`src/hw/rtl/address_crc_base64url_encoder_core_defines.svh`:
```
`ifndef ADDRESS_CRC_BASE64URL_ENCODER_CORE_DEFINES_SVH
`define ADDRESS_CRC_BASE64URL_ENCODER_CORE_DEFINES_SVH

// checks sampled on the rising clock edge, off while reset is high
`define ACBE_ASSERT(label, prop, msg) \
   label: assert property (@(posedge clock) disable iff (reset) prop) else $error(msg);

// checks that also hold while reset is high
`define ACBE_ASSERT_ALWAYS(label, prop, msg) \
   label: assert property (@(posedge clock) prop) else $error(msg);

`endif

```
`src/hw/rtl/acbe_pkg.sv`:
```
package acbe_pkg;

   localparam logic [15:0] CRC_POLY     = 16'h1021;
   localparam logic [7:0]  TAG_BOUNCE   = 8'h11;
   localparam logic [7:0]  TAG_NOBOUNCE = 8'h51;
   localparam logic [7:0]  TAG_TESTNET  = 8'h80;
   localparam logic [7:0]  CHAIN_BASE   = 8'h00;
   localparam logic [7:0]  CHAIN_OTHER  = 8'hFF;
   localparam logic [4:0]  LAST_POS     = 5'd31;

   localparam int unsigned CSR_INDEX_W = 2;
   localparam logic [CSR_INDEX_W-1:0] CSR_BOUNCEABLE   = 2'd0;
   localparam logic [CSR_INDEX_W-1:0] CSR_TESTNET_ONLY = 2'd1;
   localparam logic [CSR_INDEX_W-1:0] CSR_OTHER_CHAIN  = 2'd2;

   localparam logic [1:0] PHASE_FIRST = 2'd0;
   localparam logic [1:0] PHASE_LAST  = 2'd2;

   typedef struct packed {
      logic [7:0] char_a;
      logic [7:0] char_b;
      logic [7:0] char_c;
      logic [7:0] char_d;
      logic       last_group;
   } rsp_word_type;

   // msb-first crc-16 over one byte, eight shift steps unrolled
   function automatic logic [15:0] crc16_byte(input logic [15:0] crc, input logic [7:0] b);
      logic [15:0] c;
      c = crc ^ {b, 8'h00};
      for (int k = 0; k < 8; k++) begin
         if (c[15]) begin
            c = {c[14:0], 1'b0} ^ CRC_POLY;
         end else begin
            c = {c[14:0], 1'b0};
         end
      end
      return c;
   endfunction

   function automatic logic [7:0] b64url_char(input logic [5:0] v);
      logic [7:0] ch;
      if (v < 6'd26) begin
         ch = 8'h41 + {2'b00, v};
      end else if (v < 6'd52) begin
         ch = 8'h61 + {2'b00, v - 6'd26};
      end else if (v < 6'd62) begin
         ch = 8'h30 + {2'b00, v - 6'd52};
      end else if (v == 6'd62) begin
         ch = 8'h2D;
      end else begin
         ch = 8'h5F;
      end
      return ch;
   endfunction

   function automatic rsp_word_type make_word(input logic [7:0] b0, input logic [7:0] b1,
                                               input logic [7:0] b2, input logic last);
      rsp_word_type w;
      logic [23:0]  n;
      n = {b0, b1, b2};
      w.char_a     = b64url_char(n[23:18]);
      w.char_b     = b64url_char(n[17:12]);
      w.char_c     = b64url_char(n[11:6]);
      w.char_d     = b64url_char(n[5:0]);
      w.last_group = last;
      return w;
   endfunction

endpackage

```
`src/hw/rtl/address_crc_base64url_encoder_core.sv`:
```
// a byte that closes a group has its word written to the output register, or to the skid register while rsp stalls
// throughput: one hash byte per cycle while req_stall is low, one word per three frame bytes, twelve words per address
// a byte crc step and the base64 mapping sit between the state and the output register
// a skid register behind the output register holds one word while rsp stalls, and req stalls once it is full
// synchronous reset: bounceable=1, testnet_only=0, other_chain=0, empty frame, no word held
`include "address_crc_base64url_encoder_core_defines.svh"

module address_crc_base64url_encoder_core (
   input  logic                            clock,
   input  logic                            reset,
   input  logic                            req_valid,
   output logic                            req_stall,
   input  logic [7:0]                      req_hash_byte,
   output logic                            rsp_valid,
   input  logic                            rsp_stall,
   output logic [7:0]                      rsp_char_a,
   output logic [7:0]                      rsp_char_b,
   output logic [7:0]                      rsp_char_c,
   output logic [7:0]                      rsp_char_d,
   output logic                            rsp_last_group,
   input  logic                            csr_valid,
   output logic                            csr_ready,
   input  logic [acbe_pkg::CSR_INDEX_W-1:0] csr_index,
   input  logic                            csr_data
);
   import acbe_pkg::*;

   logic         bounceable_ff, bounceable_in;
   logic         testnet_ff, testnet_in;
   logic         other_chain_ff, other_chain_in;

   logic [4:0]   pos_ff, pos_in;
   logic [1:0]   phase_ff, phase_in;
   logic [15:0]  crc_ff, crc_in;
   logic [15:0]  held_ff, held_in;

   logic         out_valid_ff, out_valid_in;
   rsp_word_type out_word_ff, out_word_in;
   logic         skid_valid_ff, skid_valid_in;
   rsp_word_type skid_word_ff, skid_word_in;

   logic         accept, take, produce;
   logic [7:0]   tag, chain;
   logic [15:0]  crc_base, held_base, crc_new;
   rsp_word_type new_word;

   assign csr_ready = 1'b1;
   assign req_stall = skid_valid_ff;
   assign accept    = req_valid && !req_stall;
   assign take      = out_valid_ff && !rsp_stall;

   always_comb begin
      bounceable_in  = bounceable_ff;
      testnet_in     = testnet_ff;
      other_chain_in = other_chain_ff;
      if (csr_valid && csr_ready) begin
         unique case (csr_index)
            CSR_BOUNCEABLE:   bounceable_in  = csr_data;
            CSR_TESTNET_ONLY: testnet_in     = csr_data;
            CSR_OTHER_CHAIN:  other_chain_in = csr_data;
            default:          ;
         endcase
      end
   end

   // frame step for one hash byte
   always_comb begin
      tag       = (bounceable_ff ? TAG_BOUNCE : TAG_NOBOUNCE) | (testnet_ff ? TAG_TESTNET : 8'h00);
      chain     = other_chain_ff ? CHAIN_OTHER : CHAIN_BASE;
      crc_base  = (pos_ff == 5'd0) ? crc16_byte(crc16_byte(16'h0000, tag), chain) : crc_ff;
      held_base = (pos_ff == 5'd0) ? {tag, chain} : held_ff;
      crc_new   = crc16_byte(crc_base, req_hash_byte);

      produce  = 1'b0;
      new_word = make_word(held_base[15:8], held_base[7:0], req_hash_byte, 1'b0);
      pos_in   = pos_ff;
      phase_in = phase_ff;
      crc_in   = crc_ff;
      held_in  = held_ff;
      if (accept) begin
         crc_in   = crc_new;
         pos_in   = pos_ff + 5'd1;
         phase_in = (phase_ff == PHASE_LAST) ? PHASE_FIRST : phase_ff + 2'd1;
         if (phase_ff == PHASE_FIRST) begin
            produce = 1'b1;
            held_in = 16'h0000;
         end else if (pos_ff == LAST_POS) begin
            produce  = 1'b1;
            new_word = make_word(req_hash_byte, crc_new[15:8], crc_new[7:0], 1'b1);
            held_in  = 16'h0000;
            crc_in   = 16'h0000;
            phase_in = PHASE_FIRST;
         end else begin
            held_in = {held_base[7:0], req_hash_byte};
         end
      end
   end

   // output register with skid
   always_comb begin
      out_valid_in  = out_valid_ff;
      out_word_in   = out_word_ff;
      skid_valid_in = skid_valid_ff;
      skid_word_in  = skid_word_ff;
      if (skid_valid_ff && take) begin
         out_word_in   = skid_word_ff;
         skid_valid_in = 1'b0;
      end else if (produce) begin
         if (!out_valid_ff || take) begin
            out_valid_in = 1'b1;
            out_word_in  = new_word;
         end else begin
            skid_valid_in = 1'b1;
            skid_word_in  = new_word;
         end
      end else if (take) begin
         out_valid_in = 1'b0;
      end
   end

   always_ff @(posedge clock) begin
      if (reset) begin
         bounceable_ff  <= 1'b1;
         testnet_ff     <= 1'b0;
         other_chain_ff <= 1'b0;
         pos_ff         <= 5'd0;
         phase_ff       <= PHASE_FIRST;
         crc_ff         <= 16'h0000;
         held_ff        <= 16'h0000;
         out_valid_ff   <= 1'b0;
         skid_valid_ff  <= 1'b0;
      end else begin
         bounceable_ff  <= bounceable_in;
         testnet_ff     <= testnet_in;
         other_chain_ff <= other_chain_in;
         pos_ff         <= pos_in;
         phase_ff       <= phase_in;
         crc_ff         <= crc_in;
         held_ff        <= held_in;
         out_valid_ff   <= out_valid_in;
         skid_valid_ff  <= skid_valid_in;
      end
      out_word_ff  <= out_word_in;
      skid_word_ff <= skid_word_in;
   end

   assign rsp_valid      = out_valid_ff;
   assign rsp_char_a     = out_word_ff.char_a;
   assign rsp_char_b     = out_word_ff.char_b;
   assign rsp_char_c     = out_word_ff.char_c;
   assign rsp_char_d     = out_word_ff.char_d;
   assign rsp_last_group = out_word_ff.last_group;

   `ACBE_ASSERT(a_skid_behind_out, !skid_valid_ff || out_valid_ff, "skid full while output empty")
   `ACBE_ASSERT(a_addr_end_clears, accept && pos_ff == LAST_POS |=> pos_ff == 5'd0 && crc_ff == 16'h0000 && held_ff == 16'h0000 && phase_ff == PHASE_FIRST, "address end did not clear frame state")
   `ACBE_ASSERT(a_pos_steps, accept && pos_ff != LAST_POS |=> pos_ff == $past(pos_ff) + 5'd1, "byte position did not advance")
   `ACBE_ASSERT(a_group_clears_held, accept && phase_ff == PHASE_FIRST |=> held_ff == 16'h0000, "held bytes not cleared after a group")

endmodule

```
`config.mk`:
```
export PLATFORM = sky130hd
export DESIGN_NAME = address_crc_base64url_encoder_core
export DESIGN_NICKNAME = d
export VERILOG_FILES = /design/src/hw/rtl/acbe_pkg.sv /design/src/hw/rtl/address_crc_base64url_encoder_core.sv
export VERILOG_INCLUDE_DIRS = /design/src /design/src/hw/rtl
export SDC_FILE = /design/constraint.sdc
export NUM_CORES = 1
export LEC_CHECK = 0
export ABC_AREA = 0
export ABC_CLOCK_PERIOD_IN_PS = 5200
export BUFFER_PORTS_ARGS = -buffer_cell sky130_fd_sc_hd__buf_4
export CORE_AREA = 4 4 132 134
export DETAILED_ROUTE_END_ITERATION = 8
export DIE_AREA = 0 0 136 138
export PLACE_DENSITY = 0.81
export SETUP_SLACK_MARGIN = 0.1
export SYNTH_ARGS = -nofsm -noshare
export SYNTH_HDL_FRONTEND = slang
export SYNTH_SLANG_ARGS = --single-unit
```
`constraint.sdc`:
```
create_clock -name clock -period 5.2 [get_ports clock]
set_clock_uncertainty 0.15 [all_clocks]
set_input_delay 0.52 -clock clock [delete_from_list [all_inputs] [get_ports clock]]
set_output_delay 0.52 -clock clock [all_outputs]
set_load 0.03 [all_outputs]
```
# Word level (Yosys, flattened, before mapping)
# Index checks and enable logic that the tools add are counted.
# op_classes
add_sub_neg	42
magnitude_cmp	24
n_eq_ne	13
mux	80
n_bitwise	29
reduce_logical	21
# ops
op	count
$mux 13	24
$mux 33	6
$mux 8	18
$add 7x6->8 const A	16
$mux 7	17
$lt 6x6->1 const B	16
$mux 16	6
$not 3->3	24
$add 6x6->7 const A	8
$eq 6x6->1 const B	8
$lt 6x5->1 const B	8
$sub 6x5->6 const B	8
$sub 6x6->6 const B	8
$xor 16x16->16	2
$reduce_and 2->1	5
$or 7x8->8	1
$mux 1	6
$mux 2	3
$reduce_and 3->1	2
$reduce_bool 2->1	3
$add 5x1->5 const B	1
$eq 5x5->1 const B	1
$logic_not 5->1	1
$eq 2x2->1 const B	2
other kinds (9)	15
# totals
regBits	110
inputBits	16
out_inout_bits	36
word_cells	228

# Longest topological paths before layout
# logic_depth
ltp_word	64
depth_mapped	19
depth_no_buf	15

# Worst setup path after synthesis
# No wires, ideal clock.
# synth_path
path_type	flip-flop to flip-flop
from	register pos_ff[0]
to	register out_word_ff (netlist bit rsp_char_b[4]) (data pin)
setup_time_ps	260
t_arrival_ps	3846
required_time_ps	4790
path_slack_ps	944
path_stages_with_launch	19
n_path_buf	5
synth_period_minus_slack_ps	4256
path_cell_list	dfxtp_1 inv_1 ha_1 or4b_1 buf_6 buf_8 buf_6 buf_2 clkbuf_1 a21oi_1 inv_1 ha_1 a31o_2 a221o_1 xor2_1 o21ai_1 a21oi_1 o22a_1 mux2_2
# synth_rtl
element	line_no	rtl
start, declared	address_crc_base64url_encoder_core.sv:32	logic [4:0] pos_ff, pos_in;
start signal, assigned	address_crc_base64url_encoder_core.sv:136	pos_ff <= pos_in;
end signal, assigned	address_crc_base64url_encoder_core.sv:143	out_word_ff <= out_word_in;
end, declared	address_crc_base64url_encoder_core.sv:38	rsp_word_type out_word_ff, out_word_in;

==> metrics.cfg <==
[sta]
setup-tns-final_ns=0
timing.final.crit_share=0.902
drv_slew=0
fmax_mhz=213
setup_repair_after_global_routing_missed_its_margin=false
timing_worst_slew_pin_value_ns=1.08
timing.slew.headroom=0.276
hold_viol=0
timing.final.crit_period_ns=4.69
final_setup_violating_endpoints=0

[grt]
grt_remaining_overflow=0
largest_net_degree_at_the_start_of_global_routing=45
global_route.usage.total=0.269
antenna_found_initial=0
first_global_vias=7884
grt_pass1_wl_um=41100

[clocking]
cts.sink_count=110
cts_tree=done
cts_setup_buffers=0
cts-root-to-sink-buffers=2
cts_max_level=3
post_cts_hold_buffer_count=0
clk_root_buffer_cell=sky130_fd_sc_hd__clkbuf_16
postCtsResizedCells=0
cts-buffers-inserted=9
clkTransAtPathRegs_ns=0.08
clkLatencyLatePin_ns=0.37

[synth]
synthCells=1080
synth_seq_cells=110
synth.net_count=1168
synth_flop_cell=sky130_fd_sc_hd__edfxtp_1
synthesis.yosys.warnings=0
synth_enable_flop_cells=66
syn-cell-area_sq_um=9550
synth.avg_cell_area_sq_um=8.84
synth.lib_cells_used.distinct=92
synth.yosys.seq_area_share=0.300
async_flop_share=0

[layout]
finalCoreUtilization=0.638
final_cells=1322
final_layout_size_suffix_gt1_frac=0.149
multiInputGateArea_sq_um=6260
ff_latch_area_sq_um=2860
num-nets-final=1185
layout_filler_cell_count=1376
area_delta_synth_final_pct=8.87
num_antenna_cells=0

[floorplan]
fp-row-count=47
io_pins=52
fp.dieW_um=136
fp.dieArea_sq_um=18800
design.core.area_sq_um=16300
floorplan.initialDensity=0.586
die_height_um=138

[status]
run_status=finished, final reports clean

[setup_path]
timing.reg2reg.worst_path_depth=14
cp.required_ns=5.17
worst_ep_arrival_time_ns=4.66
regToRegEndpoint=rsp_char_c[1]$_DFFE_PP_
worst_setup_path_start_kind=flip-flop
ff2ff_setup_slack_ns=0.51
worstSetupPathType=reg -> reg
worst-path-max-fanout=23
timing.critical_path.to_type=flip-flop
r2r_start=pos_ff[0]$_SDFFE_PP0P_

[detailed_routing]
routedWlPerCell_um=19.0
drt_first_iter_violations=937
post-route-drc-count=0
postRouteAntennaNets=0
detailroute.via_count=8298
firstDrtPassIters=6
route.detailed.vias_per_inst=6.28
wirelength_um=25100

[flow_run]
cap_violations=0

[place]
dpl.cell_count=1306
dp_hpwl_um=18300
routabilityCongestion=0.968
portBuffers=50

[hold_path]
worst_hold_path.num_cells=2
worst_hold_path.endpoint=bounceable_ff$_SDFFE_PP1P_
min_from=csr_data
timing.hold.worst.class=in -> reg

[power_and_ir_drop]
irDropWorstVdd_v=0.000170
power_density_nw_per_um2=331
p_leak_nw=4.02

[cell usage after synthesis, types with 6 or more instances]
cell type	instances	area (sq um)
sky130_fd_sc_hd__a211oi_1	10	75.1
sky130_fd_sc_hd__mux2_2	26	293
sky130_fd_sc_hd__a211o_1	6	52.6
sky130_fd_sc_hd__xor2_1	45	394
sky130_fd_sc_hd__nor2b_1	9	56.3
sky130_fd_sc_hd__nand4_1	9	56.3
sky130_fd_sc_hd__inv_2	9	33.8
sky130_fd_sc_hd__xnor3_1	7	158
sky130_fd_sc_hd__a311oi_1	7	61.3
sky130_fd_sc_hd__mux2i_1	13	130
sky130_fd_sc_hd__and3_1	7	43.8
sky130_fd_sc_hd__a31oi_1	11	68.8
sky130_fd_sc_hd__nor2_1	110	413
sky130_fd_sc_hd__a22oi_1	34	255
sky130_fd_sc_hd__nand2_1	98	368
sky130_fd_sc_hd__nand3_1	26	130
sky130_fd_sc_hd__xnor2_1	65	569
sky130_fd_sc_hd__inv_1	29	109
sky130_fd_sc_hd__nor3_1	23	115
sky130_fd_sc_hd__buf_2	11	55.1
sky130_fd_sc_hd__o21ai_0	52	260
sky130_fd_sc_hd__o211ai_1	13	97.6
sky130_fd_sc_hd__a21oi_1	74	370
sky130_fd_sc_hd__clkbuf_1	48	180
sky130_fd_sc_hd__nand2b_1	11	68.8
sky130_fd_sc_hd__dfxtp_1	44	881
sky130_fd_sc_hd__ha_1	72	901
sky130_fd_sc_hd__edfxtp_1	66	1980
sky130_fd_sc_hd__o21ai_1	15	75.1
[critical path, cell delays in order, from the launching register on]
cell	delay (ns)
sky130_fd_sc_hd__dfxtp_1	0.35
sky130_fd_sc_hd__inv_1	0.07
sky130_fd_sc_hd__ha_1	0.15
sky130_fd_sc_hd__or4b_2	1.00
sky130_fd_sc_hd__nor2_1	0.44
sky130_fd_sc_hd__a21oi_1	0.23
sky130_fd_sc_hd__inv_1	0.20
sky130_fd_sc_hd__ha_1	0.25
sky130_fd_sc_hd__a21o_1	0.13
sky130_fd_sc_hd__nand2_1	0.06
sky130_fd_sc_hd__a22oi_1	0.55
sky130_fd_sc_hd__o21ai_0	0.15
sky130_fd_sc_hd__a211oi_1	0.35
sky130_fd_sc_hd__a21oi_1	0.10
sky130_fd_sc_hd__mux2_2	0.27
[worst max-delay path by stage]
stage                              end  slack, ns              startpoint
6_report       rsp_char_c[1]$_DFFE_PP_       0.51  pos_ff[0]$_SDFFE_PP0P_
3_5_place_dp   rsp_char_c[1]$_DFFE_PP_       0.60  pos_ff[0]$_SDFFE_PP0P_
3_3_place_gp   rsp_char_c[1]$_DFFE_PP_       0.64  pos_ff[0]$_SDFFE_PP0P_
5_1_grt        rsp_char_c[1]$_DFFE_PP_       0.19  pos_ff[0]$_SDFFE_PP0P_
4_1_cts        rsp_char_c[1]$_DFFE_PP_       0.58  pos_ff[0]$_SDFFE_PP0P_
2_1_floorplan  rsp_char_b[4]$_DFFE_PP_       0.94  pos_ff[0]$_SDFFE_PP0P_
[cells by family after synthesis]
group,synth area share
adders and majority gates,0.0943
DFF,0.300
xor gates and xnor gates,0.138
muxes,0.0570
AOI/OAI and AO/OA,0.196
other,0.000393
buffers and inverters,0.0470
and+or+nand+nor,0.168
[area by class of cell]
class                      instances  area share
sequential                       110       0.275
multi-input combinational        863       0.602
timing repair buffer              73      0.0527
inverter                          40      0.0144
clock buffer                      10      0.0220
tap                              220      0.0265
clock inverter                     6     0.00746
[routing by layer]
metal	routed length, um	global-route usage	share of wire	vias up
met4	603	0.0971	0.024	0
li1	-	-	-	3921
met1	11100	0.375	0.44	3943
met2	11600	0.424	0.46	383
met3	1810	0.0414	0.072	51
met5	0	0	0	-
[state kept, by name, summed over array words and instances, names as in the netlist, 2 cells and up]
register      flops
skid_word_ff     33
crc_ff           16
held_ff          16
rsp_char_a        8
rsp_char_b        8
rsp_char_c        8
rsp_char_d        8
pos_ff            5
phase_ff          2
[layout by cell type, fill, tap and decap left out, types with 15 or more instances in the layout]
cell	instances
sky130_fd_sc_hd__a21oi_1	73
sky130_fd_sc_hd__a22oi_1	34
sky130_fd_sc_hd__buf_4	73
sky130_fd_sc_hd__dfxtp_1	44
sky130_fd_sc_hd__edfxtp_1	66
sky130_fd_sc_hd__ha_1	72
sky130_fd_sc_hd__inv_1	29
sky130_fd_sc_hd__mux2_2	26
sky130_fd_sc_hd__nand2_1	98
sky130_fd_sc_hd__nand3_1	26
sky130_fd_sc_hd__nor2_1	110
sky130_fd_sc_hd__nor3_1	22
sky130_fd_sc_hd__o21ai_0	52
sky130_fd_sc_hd__o21ai_1	15
sky130_fd_sc_hd__xnor2_1	65
sky130_fd_sc_hd__xor2_1	45
[through the flow]
step / setup slack (ns) / power [mW] / cell area, sq um / hold WS (ns)
2_1_floorplan: 0.944 / 2.31 / 9550 / 0.282
3_5_place_dp: 0.600 / 2.68 / 10100 / 0.297
5_1_grt: 0.191 / 3.64 / 10400 / 0.230
3_3_place_gp: 0.635 / 2.66 / 10100 / 0.293
4_1_cts: 0.577 / 3.43 / 10400 / 0.220
6_report: 0.508 / 3.44 / 10400 / 0.226
[power by group]
group | internal, mW | leakage [nW] | switching [mW] | total [mW]
clock | 0.385 | 0.148 | 0.359 | 0.745
combinational | 0.651 | 2.90 | 1.00 | 1.65
sequential | 1.00 | 0.966 | 0.0415 | 1.04
total | 2.04 | 4.02 | 1.40 | 3.44
Power figures use the tool's default switching activity.
